[config.mk]
export PLATFORM = sky130hd
export DESIGN_NAME = bcbe_ram
export DESIGN_NICKNAME = d
export VERILOG_FILES = /design/src/rtl/core/box_constrained_babai_estimate_top_defines.svh /design/src/rtl/core/bcbe_ram.sv
export SDC_FILE = /design/constraint.sdc
export NUM_CORES = 2
export LEC_CHECK = 0
export BUFFER_PORTS_ARGS = -buffer_cell sky130_fd_sc_hd__buf_2
export CAP_MARGIN = 20
export CORE_ASPECT_RATIO = 1.4
export CORE_MARGIN = 4
export CORE_UTILIZATION = 49
export CTS_BUF_LIST = sky130_fd_sc_hd__clkbuf_4
export DETAILED_ROUTE_END_ITERATION = 10
export PLACE_DENSITY = 0.67
export REMOVE_ABC_BUFFERS = 1
export SLEW_MARGIN = 15
export SYNTH_ARGS = -nofsm -noshare
export SYNTH_HDL_FRONTEND = slang
export SYNTH_MEMORY_MAX_BITS = 65536
export SYNTH_SLANG_ARGS = --single-unit
[constraint.sdc]
create_clock -name clk -period 2.6 [get_ports clk]
set_input_delay 0.13 -clock clk [delete_from_list [all_inputs] [get_ports clk]]
set_output_delay 0.13 -clock clk [all_outputs]
set_load 0.03 [all_outputs]
[src/rtl/core/box_constrained_babai_estimate_top_defines.svh]
// Assertion macros shared by the Babai estimator RTL.
`ifndef BOX_CONSTRAINED_BABAI_ESTIMATE_TOP_DEFINES_SVH
`define BOX_CONSTRAINED_BABAI_ESTIMATE_TOP_DEFINES_SVH

// Concurrent check that is switched off while reset is asserted.
`define BCBE_ASSERT(lbl, clk, rst_n, prop, msg) \
    lbl: assert property (@(posedge clk) disable iff (!rst_n) prop) else $error(msg);

// Concurrent check that also holds while reset is asserted.
`define BCBE_ASSERT_ALWAYS(lbl, clk, prop, msg) \
    lbl: assert property (@(posedge clk) prop) else $error(msg);

`endif

[src/rtl/core/bcbe_ram.sv]
// Generic single-write, single-read RAM with registered read data.
module bcbe_ram #(
    parameter int WIDTH = 32,
    parameter int DEPTH = 136
) (
    input  logic                     clk,
    input  logic                     we,
    input  logic [$clog2(DEPTH)-1:0] waddr,
    input  logic [WIDTH-1:0]         wdata,
    input  logic [$clog2(DEPTH)-1:0] raddr,
    output logic [WIDTH-1:0]         rdata
);

    logic [WIDTH-1:0] mem [DEPTH];
    logic [WIDTH-1:0] rdata_reg;

    always_ff @(posedge clk)
    begin
        if (we)
        begin
            mem[waddr] <= wdata;
        end
        rdata_reg <= mem[raddr];
    end

    assign rdata = rdata_reg;

endmodule

==> results by stage <==
Final layout:
- Compared with the post-synthesis result, the final layout area differs by 17.4%.
- The utilization after layout is slightly below 60%.
- The library cells used most frequently in the layout, excluding fill and tap cells, are sky130_fd_sc_hd__edfxtp_1, sky130_fd_sc_hd__clkbuf_4, sky130_fd_sc_hd__mux4_2.
- The register with the most flip-flops in the layout has around 4,400 of them.
- In the final layout, the share of cells above drive strength 1 is 37.6%.
- The most common cell after layout, fill and taps aside is sky130_fd_sc_hd__edfxtp_1.
- Counting the fill cells in the layout gives roughly 25,000.
- The count of cells in the finished layout, fillers not included, comes to ~14,000.
- For this run, the post-layout net count is about 9,200.

GRT:
- The global-route total usage across every layer is between 20% and 30%.
- After global routing, the most crowded layer is met2.
- The met2 track utilization from global routing is 44.5%.
- The number of antenna violations at the first check in global routing is 34.
- The pin count of the biggest net entering global routing is 137.
- Summed over all layers, the global routing overflow is 0.
- The met1 usage in global routing is 33.2%.
- The number of global-route vias before repair is between 90,000 and 100k.
- The wire length of the first global-routing pass is approximately 670,000 µm.
- Global routing used under 10% of the available met3 tracks.

Critical path:
- The cell at the slowest stage of the critical path is sky130_fd_sc_hd__o211ai_1.
- The cell class contributing the biggest share of worst-path delay is compound AO/OA/AOI/OAI gates.
- The category of the worst setup path capture point is a flop.
- The delay of the slowest cell on the worst path is between 0.8 and 0.9 ns.
- The critical path goes through mux4_2 > nor2b_4 > a211oi_2 > buf_4 > a311oi_4 > o211ai_1 > nand3_2.
- For the worst setup path, the data required time is around 4 ns.
- The critical path is of the reg -> reg type.
- The highest fanout seen on the critical path is 1.
- The worst path buffer plus inverter count is 1.
- STA classifies the critical path startpoint as a flop.
- The critical path arrival is about 4 ns.

STA:
- At the pin with the least slew margin, the transition time is around 1.2 ns.
- The minimum hold slack is around 0.15 ns.
- The worst path in the final design needs a cycle of between 2 and 3 ns, including I/O delays and setup.
- The post-layout worst setup margin is -0.147 ns.
- The count of final max-slew check failures is 0.
- Setup repair after global routing could not meet its margin everywhere.
- On the final layout, the worst clock skew is 0.125 ns.
- Of the available clock period, the critical path in the final layout requires 106%.
- The number of hold-slack violations in the final timing report is 0.
- The setup TNS is -0.147 ns.
- The top achievable clock speed is approximately 0.36 GHz.
- The number of setup violations in the final report is 1.
- The worst pin sits at a relative slew slack of a little over a fifth.

Floorplan:
- The number of standard-cell rows in the floorplan is 254.
- The die width is between 500 and 600 µm.
- The total I/O pin count is 82.
- The die is ~700 µm tall.
- The initial core utilization is about half.
- The die area is 0.352 mm².
- The region available for standard cell placement spans 0.341 mm².

Synthesis:
- Summing the sequential cell areas from Yosys gives 78.3% of the chip area.
- In this run, distinct cell masters in the synthesized netlist total 49.
- The number of flip-flops and latches in the synthesized netlist is about 4,400.
- The number of warnings issued by yosys is 0.
- In the synthesized netlist the async set-or-reset flop fraction comes to 0%.
- The most common flop cell mapped by yosys is sky130_fd_sc_hd__edfxtp_1.
- The number of standard cells after synthesis is 7,468.
- The mean post-synth cell area is around 22 µm².
- In this run, synthesis inferred 4,352 flip-flops with an integrated enable.
- The total standard cell area after synthesis is roughly 0.17 mm².

Clock network:
- The CTS tree is done.
- Clock latency on the worst-skew pair, taken at its later pin, is about 1.6 ns.
- After clock tree synthesis, the clock-pin slew on the worst setup and hold paths is about 0.070 ns.
- The tree is rooted in a sky130_fd_sc_hd__clkbuf_4.
- The deepest clock path buffer count is 4.
- The number of CTS-inserted buffers is around 960.
- The clock sink count is about 4,400.
- The H-tree was split into 6 levels.

Drt:
- The wire length per cell is around 33 µm.
- The number of vias per cell after detailed routing is 6.08.
- Across all layers, the routed design uses between 80,000 and 90,000 vias.
- The detail route stage leaves a number of antenna-violating nets equal to 0.
- After the first detailed-routing iteration, the DRC count stood at between 10,000 and 15,000.
- After detailed routing, the total wire length is 475,000 µm.
- The number of remaining DRC errors is 0.
- The first detailed-routing pass took 6 iterations.

Power:
- The switching power summed over all nets is 31.6 mW.
- The share of power burned in combinational logic is under 10%.
- Across the VDD grid, the largest voltage drop is just under 0.4 mV.
- Per report_power, the clock group accounts for a little under two fifths of the total.
- The analysis attributes to cell leakage a power of ~64 nW.
- The internal power summed over all cells is 107 mW.
- Dividing total power by cell area gives a power density of about 700 mW/mm².
- Sequential cells burn a little under three fifths of the power.
- The switching part of the total is between 20% and 30%.

Place:
- The number of buffers inserted by port buffering is ~80.
- Routability-driven placement finished with a final weighted congestion of slightly below 0.9.
- The HPWL reported at the end of detailed placement is between 200,000 and 300,000 µm.
- Once placement completed, the tool counted placed cells totaling between 10,000 and 15,000.
- The post-placement worst setup slack is -0.787 ns.

Run:
- The number of maximum-capacitance violations is 0.

Status:
- The run finished, with violations left.
- The final reports fail on setup timing.

Min path:
- The kind of path behind the tightest hold check is in -> reg.
## power by group through the flow
stage	logic (mW)	registers, mW	clock network, mW
6_report	8.83	78.0	51.6
5_1_grt	9.15	78.0	56.4
4_1_cts	8.83	78.0	52.6
3_5_place_dp	8.48	79.6	0
3_3_place_gp	8.33	79.6	0
2_1_floorplan	2.70	79.6	0
## path summary, 6_finish.rpt
kind                                              from                    end  slack, ns  cells after the start
worst min register to register  mem[135][13]$_DFFE_PP_      rdata[13]$_DFF_P_       0.77                      5
worst max-delay path             mem[85][28]$_DFFE_PP_      rdata[28]$_DFF_P_      -0.15                      7
worst max register to register   mem[85][28]$_DFFE_PP_      rdata[28]$_DFF_P_      -0.15                      7
worst min-delay path                          waddr[1]  mem[51][20]$_DFFE_PP_       0.15                      5
## stage by stage
| stage | total power, mW | cell area, µm² |
|---|---|---|
| 5_1_grt | 144 | 197000 |
| 4_1_cts | 139 | 197000 |
| 3_5_place_dp | 88.1 | 183000 |
| 2_1_floorplan | 82.3 | 165000 |
| 3_3_place_gp | 87.9 | 183000 |
| 6_report | 138 | 197000 |
## tightest hold or removal path, stage by stage
cell	delay [ns]
sky130_fd_sc_hd__dlymetal6s4s_1	0.32
sky130_fd_sc_hd__clkbuf_4	0.19
sky130_fd_sc_hd__nand2_1	0.56
sky130_fd_sc_hd__nor2_4	0.06
sky130_fd_sc_hd__buf_12	0.20
## cell usage after synthesis, types with 57 or more instances
library cell               number  share of area, %
sky130_fd_sc_hd__a21oi_1      107              0.32
sky130_fd_sc_hd__a221oi_1      68              0.35
sky130_fd_sc_hd__mux2i_1      425               2.5
sky130_fd_sc_hd__buf_2         91              0.27
sky130_fd_sc_hd__nand2_1      296              0.66
sky130_fd_sc_hd__a22oi_1       74              0.33
sky130_fd_sc_hd__buf_6         71              0.48
sky130_fd_sc_hd__nor2_1       169              0.38
sky130_fd_sc_hd__edfxtp_1    4352                78
sky130_fd_sc_hd__buf_4         57              0.26
sky130_fd_sc_hd__clkbuf_1     154              0.34
sky130_fd_sc_hd__mux4_2       999                13
## final cells by class
type	count	area [µm²]	area share [%]
diodes	34	85.1	0.0432
clock buffers	1388	10400	5.29
well taps	4480	5610	2.85
inverters	2	17.5	0.00889
multi-input cells	2665	35100	17.8
repair buffers	1152	12800	6.50
flip-flops and latches	4384	131000	66.7
clock inverters	314	1600	0.812
## timing repair
item | 4_1_cts | 5_1_grt
gates resized for setup | 12 | 8
endpoints found under the hold margin | 8736 | 358
gates cloned | 0 | 1
hold buffers | 131 | 2
setup endpoints to repair | 11 | 36
buffers inserted | 0 | 1
pin swaps | 3 | 5
## cell families after synthesis
| kind of cell | Yosys count | share of synthesized area, % |
|---|---|---|
| and+or+nand+nor | 608 | 1.55 |
| muxes | 1466 | 16.2 |
| DFF | 4384 | 78.3 |
| buffers and inverters | 419 | 1.51 |
| AOI/OAI and AO/OA | 591 | 2.45 |
## layer usage
metal	routed length, µm	vias up
met3	42800	915
met5	91	-
met1	162000	46200
met4	32400	14
met2	237000	4827
li1	-	35800
(Power assumes the default switching activity.)
